### src/pau_pkg.sv
// Package: shared types and codes for the Pareto archive block.
`default_nettype none
package pau_pkg;

  typedef enum logic [1:0] {
    REQ_OFFER = 2'd0,
    REQ_READ  = 2'd1,
    REQ_CLEAR = 2'd2,
    REQ_NONE  = 2'd3
  } req_t;

  typedef enum logic [2:0] {
    ST_IDLE,
    ST_SCAN,
    ST_PACK,
    ST_APPEND,
    ST_READ,
    ST_DONE
  } state_t;

  typedef struct packed {
    logic [1:0]  req_type;
    logic [3:0]  read_index;
    logic [15:0] candidate_tag;
    logic [15:0] candidate_violation;
    logic [23:0] candidate_length;
    logic [23:0] candidate_cost;
  } in_item_t;

  typedef struct packed {
    logic        accepted;
    logic        full_drop;
    logic [4:0]  entry_count;
    logic [23:0] min_length;
    logic [23:0] max_length_seen;
    logic [23:0] lowest_cost;
    logic [23:0] max_cost;
    logic        entry_valid;
    logic [15:0] entry_tag;
    logic [15:0] entry_violation;
    logic [23:0] entry_length;
    logic [23:0] entry_cost;
  } out_item_t;

  localparam int EntryW = 80;
  localparam logic [23:0] Ones24 = 24'hFFFFFF;

endpackage
`default_nettype wire

### src/pau_ram.sv
// Generic single-port-write, single-port-read RAM with registered read.
`default_nettype none
module pau_ram #(
  parameter int WIDTH = 8,
  parameter int DEPTH = 16
) (
  input  wire logic                     clk,
  input  wire logic                     we,
  input  wire logic [$clog2(DEPTH)-1:0] waddr,
  input  wire logic [WIDTH-1:0]         wdata,
  input  wire logic [$clog2(DEPTH)-1:0] raddr,
  output logic [WIDTH-1:0]              rdata
);
  logic [WIDTH-1:0] mem [DEPTH];

  always_ff @(posedge clk) begin
    if (we) begin
      mem[waddr] <= wdata;
    end
    rdata <= mem[raddr];
  end
endmodule
`default_nettype wire

### src/pareto_archive_update.sv
// Top level: Pareto archive update engine with one shared compare unit.
//
// Usage
//   Input channel in_valid/in_ready/in_item carries one request item:
//   offer a candidate, read an entry, or clear the archive. Result channel
//   out_valid/out_ready/out_item returns exactly one item per request.
//   The archive sits in one RAM with a registered read; a small sequencer
//   feeds it through one dominance compare and one min/max update.
//   Offer:
//     scan  : read top down, one entry a cycle, stop at the first entry
//             that rejects the candidate;
//     pack  : read bottom up, close over removed entries in place, keep
//             order and rebuild the extremes;
//     append: write the candidate if there is room.
//   in_ready is high only while idle; the next item is taken in the cycle
//   after the result is taken at the earliest. A stalled receiver holds
//   the result in the output register and the input waits meanwhile.
//   Reset (rst_n low, synchronous) empties the archive and sets the marks
//   to their empty values; RAM contents are left as they are.
`default_nettype none
module pareto_archive_update #(
  parameter int ARCHIVE_DEPTH = 16
) (
  input  wire logic                clk,
  input  wire logic                rst_n,
  input  wire logic                in_valid,
  output logic                     in_ready,
  input  wire pau_pkg::in_item_t   in_item,
  output logic                     out_valid,
  input  wire logic                out_ready,
  output pau_pkg::out_item_t       out_item
);
  localparam int AW = (ARCHIVE_DEPTH > 1) ? $clog2(ARCHIVE_DEPTH) : 1;
  localparam int CW = $clog2(ARCHIVE_DEPTH + 1);

  pau_pkg::state_t state_r, state_nxt;
  pau_pkg::in_item_t req_r, req_nxt;
  pau_pkg::out_item_t res_r, res_nxt;
  logic out_valid_r, out_valid_nxt;

  logic [CW-1:0] count_r, count_nxt;
  // next read address
  logic [CW-1:0] idx_r, idx_nxt;
  // index of the entry now on rdata
  logic [CW-1:0] didx_r, didx_nxt;
  // compaction write pointer
  logic [CW-1:0] wptr_r, wptr_nxt;
  // lowest index that may be removed (one above the rejecting entry)
  logic [CW-1:0] base_r, base_nxt;
  logic          rej_r, rej_nxt;
  logic          rd_pend_r, rd_pend_nxt;
  logic [23:0]   lmin_r, lmin_nxt, lmax_r, lmax_nxt;
  logic [23:0]   cmin_r, cmin_nxt, cmax_r, cmax_nxt;

  logic              we;
  logic [AW-1:0]     waddr, raddr;
  logic [pau_pkg::EntryW-1:0] wdata, rdata;

  pau_ram #(.WIDTH(pau_pkg::EntryW), .DEPTH(ARCHIVE_DEPTH)) u_ram (
    .clk(clk), .we(we), .waddr(waddr), .wdata(wdata),
    .raddr(raddr), .rdata(rdata)
  );

  logic [15:0] e_tag, e_vio;
  logic [23:0] e_len, e_cost;
  assign {e_tag, e_vio, e_len, e_cost} = rdata;

  // dominance compare of the entry just read against the candidate
  logic rej, drop;
  always_comb begin
    rej  = 1'b0;
    drop = 1'b0;
    if (e_vio < req_r.candidate_violation) begin
      rej = 1'b1;
    end else if (e_vio > req_r.candidate_violation) begin
      drop = 1'b1;
    end else if (e_len <= req_r.candidate_length && e_cost <= req_r.candidate_cost) begin
      rej = 1'b1;
    end else if (e_len >= req_r.candidate_length && e_cost >= req_r.candidate_cost) begin
      drop = 1'b1;
    end
  end

  // entries at and below the rejecting one stay; above it drop what is dominated
  logic keep;
  assign keep = (didx_r < base_r) || !drop;

  assign in_ready  = (state_r == pau_pkg::ST_IDLE);
  assign out_valid = out_valid_r;
  assign out_item  = res_r;

  always_ff @(posedge clk) begin
    if (!rst_n) begin
      state_r     <= pau_pkg::ST_IDLE;
      out_valid_r <= 1'b0;
      count_r     <= '0;
      idx_r       <= '0;
      didx_r      <= '0;
      wptr_r      <= '0;
      base_r      <= '0;
      rej_r       <= 1'b0;
      rd_pend_r   <= 1'b0;
      lmin_r      <= pau_pkg::Ones24;
      lmax_r      <= '0;
      cmin_r      <= pau_pkg::Ones24;
      cmax_r      <= '0;
    end else begin
      state_r     <= state_nxt;
      out_valid_r <= out_valid_nxt;
      count_r     <= count_nxt;
      idx_r       <= idx_nxt;
      didx_r      <= didx_nxt;
      wptr_r      <= wptr_nxt;
      base_r      <= base_nxt;
      rej_r       <= rej_nxt;
      rd_pend_r   <= rd_pend_nxt;
      lmin_r      <= lmin_nxt;
      lmax_r      <= lmax_nxt;
      cmin_r      <= cmin_nxt;
      cmax_r      <= cmax_nxt;
    end
  end

  always_ff @(posedge clk) begin
    req_r <= req_nxt;
    res_r <= res_nxt;
  end

  logic [CW-1:0] k;
  assign k = idx_r - CW'(1);

  always_comb begin
    state_nxt     = state_r;
    req_nxt       = req_r;
    res_nxt       = res_r;
    out_valid_nxt = out_valid_r;
    count_nxt     = count_r;
    idx_nxt       = idx_r;
    didx_nxt      = didx_r;
    wptr_nxt      = wptr_r;
    base_nxt      = base_r;
    rej_nxt       = rej_r;
    rd_pend_nxt   = 1'b0;
    lmin_nxt      = lmin_r;
    lmax_nxt      = lmax_r;
    cmin_nxt      = cmin_r;
    cmax_nxt      = cmax_r;
    we            = 1'b0;
    waddr         = wptr_r[AW-1:0];
    wdata         = rdata;
    raddr         = idx_r[AW-1:0];

    unique case (state_r)
      pau_pkg::ST_IDLE: begin
        if (in_valid) begin
          req_nxt  = in_item;
          res_nxt  = '0;
          idx_nxt  = count_r;
          wptr_nxt = '0;
          base_nxt = '0;
          rej_nxt  = 1'b0;
          unique case (pau_pkg::req_t'(in_item.req_type))
            pau_pkg::REQ_OFFER: state_nxt = pau_pkg::ST_SCAN;
            pau_pkg::REQ_READ:  state_nxt = pau_pkg::ST_READ;
            pau_pkg::REQ_CLEAR: begin
              count_nxt = '0;
              lmin_nxt  = pau_pkg::Ones24;
              lmax_nxt  = '0;
              cmin_nxt  = pau_pkg::Ones24;
              cmax_nxt  = '0;
              state_nxt = pau_pkg::ST_DONE;
            end
            default: state_nxt = pau_pkg::ST_DONE;
          endcase
        end
      end

      // top-down search for the first entry that rejects the candidate;
      // issue one read a cycle and compare the entry read last cycle
      pau_pkg::ST_SCAN: begin
        if (rd_pend_r && rej) begin
          rej_nxt   = 1'b1;
          base_nxt  = didx_r + CW'(1);
          state_nxt = pau_pkg::ST_PACK;
          idx_nxt   = '0;
          wptr_nxt  = '0;
          lmin_nxt  = pau_pkg::Ones24;
          lmax_nxt  = '0;
          cmin_nxt  = pau_pkg::Ones24;
          cmax_nxt  = '0;
        end else if (idx_r != '0) begin
          raddr       = k[AW-1:0];
          idx_nxt     = k;
          didx_nxt    = k;
          rd_pend_nxt = 1'b1;
        end else begin
          state_nxt = pau_pkg::ST_PACK;
          idx_nxt   = '0;
          wptr_nxt  = '0;
          lmin_nxt  = pau_pkg::Ones24;
          lmax_nxt  = '0;
          cmin_nxt  = pau_pkg::Ones24;
          cmax_nxt  = '0;
        end
      end

      // bottom-up pass: write kept entries down to the write pointer and
      // fold them into the extremes, one entry a cycle
      pau_pkg::ST_PACK: begin
        if (rd_pend_r && keep) begin
          wptr_nxt = wptr_r + CW'(1);
          if (wptr_r != didx_r) begin
            we    = 1'b1;
            waddr = wptr_r[AW-1:0];
            wdata = rdata;
          end
          if (e_len < lmin_r) lmin_nxt = e_len;
          if (e_len > lmax_r) lmax_nxt = e_len;
          if (e_cost < cmin_r) cmin_nxt = e_cost;
          if (e_cost > cmax_r) cmax_nxt = e_cost;
        end
        if (idx_r < count_r) begin
          raddr       = idx_r[AW-1:0];
          didx_nxt    = idx_r;
          idx_nxt     = idx_r + CW'(1);
          rd_pend_nxt = 1'b1;
        end else begin
          count_nxt = wptr_nxt;
          state_nxt = rej_r ? pau_pkg::ST_DONE : pau_pkg::ST_APPEND;
        end
      end

      // append the surviving candidate, or drop it when full
      pau_pkg::ST_APPEND: begin
        if (count_r < CW'(ARCHIVE_DEPTH)) begin
          we    = 1'b1;
          waddr = count_r[AW-1:0];
          wdata = {req_r.candidate_tag, req_r.candidate_violation,
                   req_r.candidate_length, req_r.candidate_cost};
          count_nxt = count_r + CW'(1);
          res_nxt.accepted = 1'b1;
          if (req_r.candidate_length < lmin_r) lmin_nxt = req_r.candidate_length;
          if (req_r.candidate_length > lmax_r) lmax_nxt = req_r.candidate_length;
          if (req_r.candidate_cost < cmin_r) cmin_nxt = req_r.candidate_cost;
          if (req_r.candidate_cost > cmax_r) cmax_nxt = req_r.candidate_cost;
        end else begin
          res_nxt.full_drop = 1'b1;
        end
        state_nxt = pau_pkg::ST_DONE;
      end

      pau_pkg::ST_READ: begin
        raddr = AW'(req_r.read_index);
        if (rd_pend_r) begin
          if (32'(req_r.read_index) < 32'(count_r)) begin
            res_nxt.entry_valid     = 1'b1;
            res_nxt.entry_tag       = e_tag;
            res_nxt.entry_violation = e_vio;
            res_nxt.entry_length    = e_len;
            res_nxt.entry_cost      = e_cost;
          end
          state_nxt = pau_pkg::ST_DONE;
        end else begin
          rd_pend_nxt = 1'b1;
        end
      end

      pau_pkg::ST_DONE: begin
        if (!out_valid_r) begin
          res_nxt.entry_count     = 5'(count_r);
          res_nxt.min_length      = lmin_r;
          res_nxt.max_length_seen = lmax_r;
          res_nxt.lowest_cost     = cmin_r;
          res_nxt.max_cost        = cmax_r;
          out_valid_nxt           = 1'b1;
        end else if (out_ready) begin
          out_valid_nxt = 1'b0;
          state_nxt     = pau_pkg::ST_IDLE;
        end
      end

      default: state_nxt = pau_pkg::ST_IDLE;
    endcase
  end

  // never ready while a result is pending
  assert property (@(posedge clk) disable iff (!rst_n) out_valid |-> !in_ready)
    else $error("ready while result pending");
  // count never exceeds the depth
  assert property (@(posedge clk) disable iff (!rst_n) count_r <= CW'(ARCHIVE_DEPTH))
    else $error("archive count overflow");
  // accepted and full_drop exclusive
  assert property (@(posedge clk) disable iff (!rst_n)
    out_valid |-> !(out_item.accepted && out_item.full_drop))
    else $error("accepted and full_drop both set");
  // hold a stalled result steady
  assert property (@(posedge clk) disable iff (!rst_n)
    out_valid && !out_ready |=> out_valid && $stable(out_item))
    else $error("result changed while stalled");

endmodule
`default_nettype wire
### config.mk
export PLATFORM = sky130hd
export DESIGN_NAME = pareto_archive_update
export DESIGN_NICKNAME = d
export VERILOG_FILES = /design/src/pau_pkg.sv /design/src/pau_ram.sv /design/src/pareto_archive_update.sv
export SDC_FILE = /design/constraint.sdc
export NUM_CORES = 2
export LEC_CHECK = 0
export BUFFER_PORTS_ARGS = -buffer_cell sky130_fd_sc_hd__buf_2
export CORE_AREA = 3 3 406 408
export DETAILED_ROUTE_END_ITERATION = 6
export DIE_AREA = 0 0 409 411
export PLACE_DENSITY = 0.61
export SLEW_MARGIN = 40
export SYNTH_ARGS = -nofsm -noshare
export SYNTH_HDL_FRONTEND = slang
export SYNTH_HIERARCHICAL = 1
export SYNTH_SLANG_ARGS = --single-unit
export TNS_END_PERCENT = 1
### constraint.sdc
create_clock -name clk -period 21.5 [get_ports clk]
set_input_delay 6.45 -clock clk [delete_from_list [all_inputs] [get_ports clk]]
set_output_delay 6.45 -clock clk [all_outputs]
set_load 0.05 [all_outputs]
; ---- Yosys cells after proc, flatten, opt, wreduce, memory -nomap -nowiden
; Memories as Yosys holds them, arrays and structs flattened. A register that Yosys moved wholly into a read port is not among the register bits.
; Cells that the tools add are included.
[classes]
n_addsub = 5
n_lt_le_gt_ge = 18
eq_ne = 32
muxes = 98
reduce_logical = 32
[ops]
columns = op, n
row1 = $mux W24, 24
row2 = $pmux W24 S4, 4
row3 = $pmux W101 S2, 1
row4 = $mux W184, 1
row5 = $mux W81, 2
row6 = $pmux W81 S2, 1
row7 = $mux W80, 2
row8 = $mux W101, 1
row9 = $gt A24 B24 Y1, 4
row10 = $lt A24 B24 Y1, 4
row11 = $mux W5, 16
row12 = $ge A24 B24 Y1, 2
row13 = $le A24 B24 Y1, 2
row14 = $pmux W5 S3, 3
row15 = $ne A2 B2 Y1 const B, 22
row16 = $reduce_and A8 Y1, 4
row17 = $mux W3, 8
row18 = $mux W1, 22
row19 = $add A5 B1 Y5 const B, 4
row20 = $pmux W5 S2, 2
row21 = $pmux W3 S6, 1
row22 = $reduce_and A3 Y1, 6
row23 = $gt A16 B16 Y1, 1
row24 = $lt A16 B16 Y1, 1
row25 = 31 further kinds, 47
[totals]
reg_bits = 395
mem_bits_rw = 1280
input_bits = 90
out_inout_bits = 186
word_cells = 216
mem_count = 1
[mem_list]
columns = memory, depth, word_bits, read_ports, rd_clocked_by_memory_dff, wr, line_no
row1 = u_ram.mem, 16, 80, 1, 1, 1, pau_ram.sv:14  ; logic [WIDTH-1:0] mem [DEPTH];

; ---- Depth between registers and ports, before layout
[depth]
ltp_word = 13
depth_mapped = 19
mapped_depth_nobuf = 14

; ---- Cells and area by module
; The synthesis kept the hierarchy.
[modules_own_cells]
columns = module, n_inst, cells_each, area_per_inst_um2, seq_area_each_um2
row1 = pau_ram, 1, 2054, 49422.4, 40038.4
row2 = pareto_archive_update, 1, 2348, 22994.6, 10590.2

; ---- Worst setup path after synthesis
; Ideal clock, no wire load.
[synth_timing]
path_kind = input to register
start = in in_valid
end = reg res_r, in the netlist out_item[0], enable pin
setup_ns = 0.564
t_arrival_ns = 10.627
required_time_ns = 20.936
slack_ns = 10.309
cell_stages = 2
path_buffers = 0
path_cell_list = nand2_1 a32oi_1
[synth_between]
elab_chain_cells = 2
[synth_lines]
columns = element, line_no
row1 = start: declaration, pareto_archive_update.sv:26  ; input wire logic in_valid,
row2 = $ne A2 B2 Y1 (no line), --
row3 = $reduce_and A4 Y1 (no line), --
row4 = end signal: assignment, pareto_archive_update.sv:126  ; res_r <= res_nxt;
row5 = end: declaration, pareto_archive_update.sv:38  ; pau_pkg::out_item_t res_r, res_nxt;
; No other way between the ends.
; A chain may end at the register's enable or synchronous reset.

; ---- Worst setup path after layout
[layout_timing]
start = reg state_r[1]
end = out in_ready
[layout_between]
elab_chain_cells = 1
[layout_lines]
columns = element, line_no
row1 = start: declaration, pareto_archive_update.sv:36  ; pau_pkg::state_t state_r, state_nxt;
row2 = start signal: assignment, pareto_archive_update.sv:94  ; state_r <= pau_pkg::ST_IDLE;
row3 = start signal: assignment, pareto_archive_update.sv:108  ; state_r <= state_nxt;
row4 = $logic_not A3 Y1, pareto_archive_update.sv:88  ; assign in_ready = (state_r == pau_pkg::ST_IDLE);
row5 = end: declaration, pareto_archive_update.sv:27  ; output logic in_ready,
; No other way between the ends.

==> results.cfg <==
[outcome]
status = finished clean

[pwr]
power_switching_mw = 4.271
p_per_area_mw_per_mm2 = 144.5
combPwrFrac = 0.350
peakVddDrop_mv = 0.1150
switching_share = 0.3568
cellLeakagePower_nw = 29.41
internal-power_mw = 7.698
power_frac_clock = 0.252
seqPwrFrac = 0.399
finalPower_mw = 11.97

[route]
drc = 0
vias = 40889
drtIter0Drc = 4170
ant_nets = 0
wl_um = 189000
first_pass_iters = 6
vias_per_cell = 5.747
wire_per_inst_um = 26.56

[grt]
antenna_found_initial = 6
met1_usage = 0.3210
grt-ovfl-total = 0
grt_max_degree = 138
grt_pass1_vias = 41119
grtUsageMet2 = 0.3590
gr-max-usage-layer = met2
grt_pass1_wl_um = 278600
grt_use_total = 0.2242
met3_usage = 0.03462

[placement]
port_buffers = 275
dp_hpwl_um = 110900
gp_congestion = 0.8747

[setup_path]
crit_family = flip-flops
end_kind = primary output
r2r_end = u_ram/rdata[75]
crit_chain = nor3_1, buf_2
arrival_ns = 1.97
worst-path-buf-inv = 1
crit_slowest_cell = dfxtp_1
slowest_delay_ns = 0.75
crit_type = flip-flop to primary output
rrSetupSlack_ns = 14.28
reg2reg_depth = 17
timing.rr.start = req_r[52]
path_max_fanout = 17
critPathRequiredTime_ns = 15.05
worstSetupStartpointType = flip-flop

[synthesis]
synth.distinct_cells = 69
netlist.top_cell.by_area = edfxtp_1
synth_area_leaders = edfxtp_1 64%, mux4_2 10%, dfxtp_1 5.7%, ha_1 4.7%, mux2i_1 1.7%
synth_top_area_share = 0.6419
async_flop_share = 0
ys_ff_latch = 1755
synth_common_cells = 1548 x edfxtp_1, 320 x mux4_2, 314 x nor2_1, 294 x nand2_1, 270 x ha_1
ys.flop_type = edfxtp_1
synth_area_per_cell_um2 = 16.45
syn-cell-area_mm2 = 0.07242
syn_nets = 4762
synth-seq-area-share = 0.6991
synth_most_common_cell = edfxtp_1
syn_inst = 4402
synth_edf_count = 1548
ys_warn_count = 6

[timing]
slew_headroom = 0.4158
slew_violations = 0
worst_clock_skew_ns = 0.04410
finalSetupViolCount = 0
rsz0062_at_grt = no
worstMarginPinSlew_ns = 0.8671
timing.fmax_ghz = 0.1187
fin_crit_ns = 8.423
hold_viol = 0
fin_tns_setup_ns = 0
finalCritPeriodShare = 0.3918

[clocking]
cts_tree = done
cts_max_level = 4
postCtsSetupBuffers = 0
postCtsHoldBufs = 0
cts_buffer_depth = 3
cts.sinks = 1755
clockRootBuffer = clkbuf_16
insertion_delay_ns = 0.82
post_cts_resize_count = 0
numCtsBuffers = 180
cts.clk_slew.worst_paths_ns = 0.07

[final_layout]
nets = 5139
layout-drive-gt1-share = 0.2117
syn2layout_area_growth_pct = 14.38

[run]
max-cap-violations = 0

[floorplanning]
dieArea_mm2 = 0.1681
core-area_mm2 = 0.1620
die_width_um = 409
rows = 148
die_h_um = 411
io_pins = 276
start_util = 0.4469

[worst_hold_path]
hold_path.class = flip-flop to flip-flop
holdPathStages = 2
worstHoldStart = lmax_r[20]
hold-path-endpoint = lmax_r[20]
-- per-layer routing --
layer	wire, um	vias to the layer above
met3	13560	251
met5	13	-
li1	-	18027
met2	89980	1616
met4	4487	2
met1	80930	20993
-- cell type report --
cell class | instances | area [um2]
Multi-Input combinational cell | 2231 | 20320
Fill cell | 13313 | 79200
Clock inverter | 85 | 803.3
Clock buffer | 255 | 4956
Tap cell | 2175 | 2721
Antenna cell | 3 | 7.507
Timing Repair Buffer | 422 | 2675
Sequential cell | 1755 | 50640
Inverter | 189 | 711.9
-- how the worst max path moves through the flow --
stage,cells past startpoint,startpoint,to
floorplan,2,in_valid,out_item[0]
global placement,6,in_item[84],lmin_r[10]
global route,2,state_r[1],in_ready
detailed placement,5,in_valid,out_item[14]
finish,2,state_r[1],in_ready
CTS,2,state_r[1],in_ready
-- logic make-up after synthesis --
kind of cell | count (synthesis) | synth area share
adders and majority gates | 270 | 0.04665
AOI/OAI and AO/OA | 593 | 0.05449
and+or+nand+nor | 906 | 0.05676
muxes | 447 | 0.1171
buffers and inverters | 416 | 0.02407
xor gates and xnor gates | 15 | 0.001814
DFF | 1755 | 0.6991
-- metrics by stage --
step                hold WS [ns]  area [um2]    util  cells  setup WS [ns]
floorplan                 0.4380       72420       -   4402          10.31
global placement          0.4460       76810  0.4740   6766          12.45
detailed placement        0.4511       76960  0.4750   6768          12.42
CTS                       0.4596       82720  0.5105   7108          13.03
global route              0.4810       82820  0.5112   7112          12.96
finish                    0.4599       82830  0.5112   7115          13.08
-- worst register-to-register path: stages, from the launching register on --
cell,delay [ns]
edfxtp_1,0.32
inv_1,0.09
ha_1,0.32
nand4_1,0.38
or4_4,0.74
a211oi_2,0.18
nor3b_2,0.26
a2bb2oi_1,0.12
o21ai_1,0.53
nand3_1,0.50
o21ai_0,0.30
a221o_4,0.49
buf_6,0.53
buf_6,0.67
buf_4,0.75
mux4_2,0.63
a22oi_1,0.23
nand2_1,0.08
-- power groups by stage --
stage / clock network [mW] / registers (mW) / logic, mW
floorplan: 0 / 5.09 / 2.62
global placement: 0 / 4.84 / 4.11
detailed placement: 0 / 4.83 / 4.18
CTS: 3.07 / 4.77 / 4.19
global route: 3.22 / 4.79 / 4.52
finish: 3.02 / 4.77 / 4.18
-- flip-flops by register name (all words and copies together), names as in the netlist, 24 cells and up --
| signal | cells |
|---|---|
| out_item | 184 |
| lmin_r | 24 |
| req_r | 84 |
| cmin_r | 24 |
| u_ram/rdata | 80 |
| u_ram/mem | 1280 |
| lmax_r | 24 |
| cmax_r | 24 |
-- cell usage in the layout (no fill, tap or decap), drive strengths merged, types with 8 or more instances in the layout --
cell	count
dfxtp	207
mux4	320
nand3	34
and3	84
a21oi	118
a21o	27
o211ai	17
o21a	18
buf	422
nand4	77
a22oi	161
nand2b	16
nor3	30
o31ai	35
mux2i	126
ha	270
a2111oi	9
a211oi	24
and2	8
nor2	314
clkinv	68
clkbuf	255
edfxtp	1548
nor2b	22
xnor2	11
o21ai	126
nand2	294
inv	198
No activity file was read; power rests on OpenSTA's default activity.
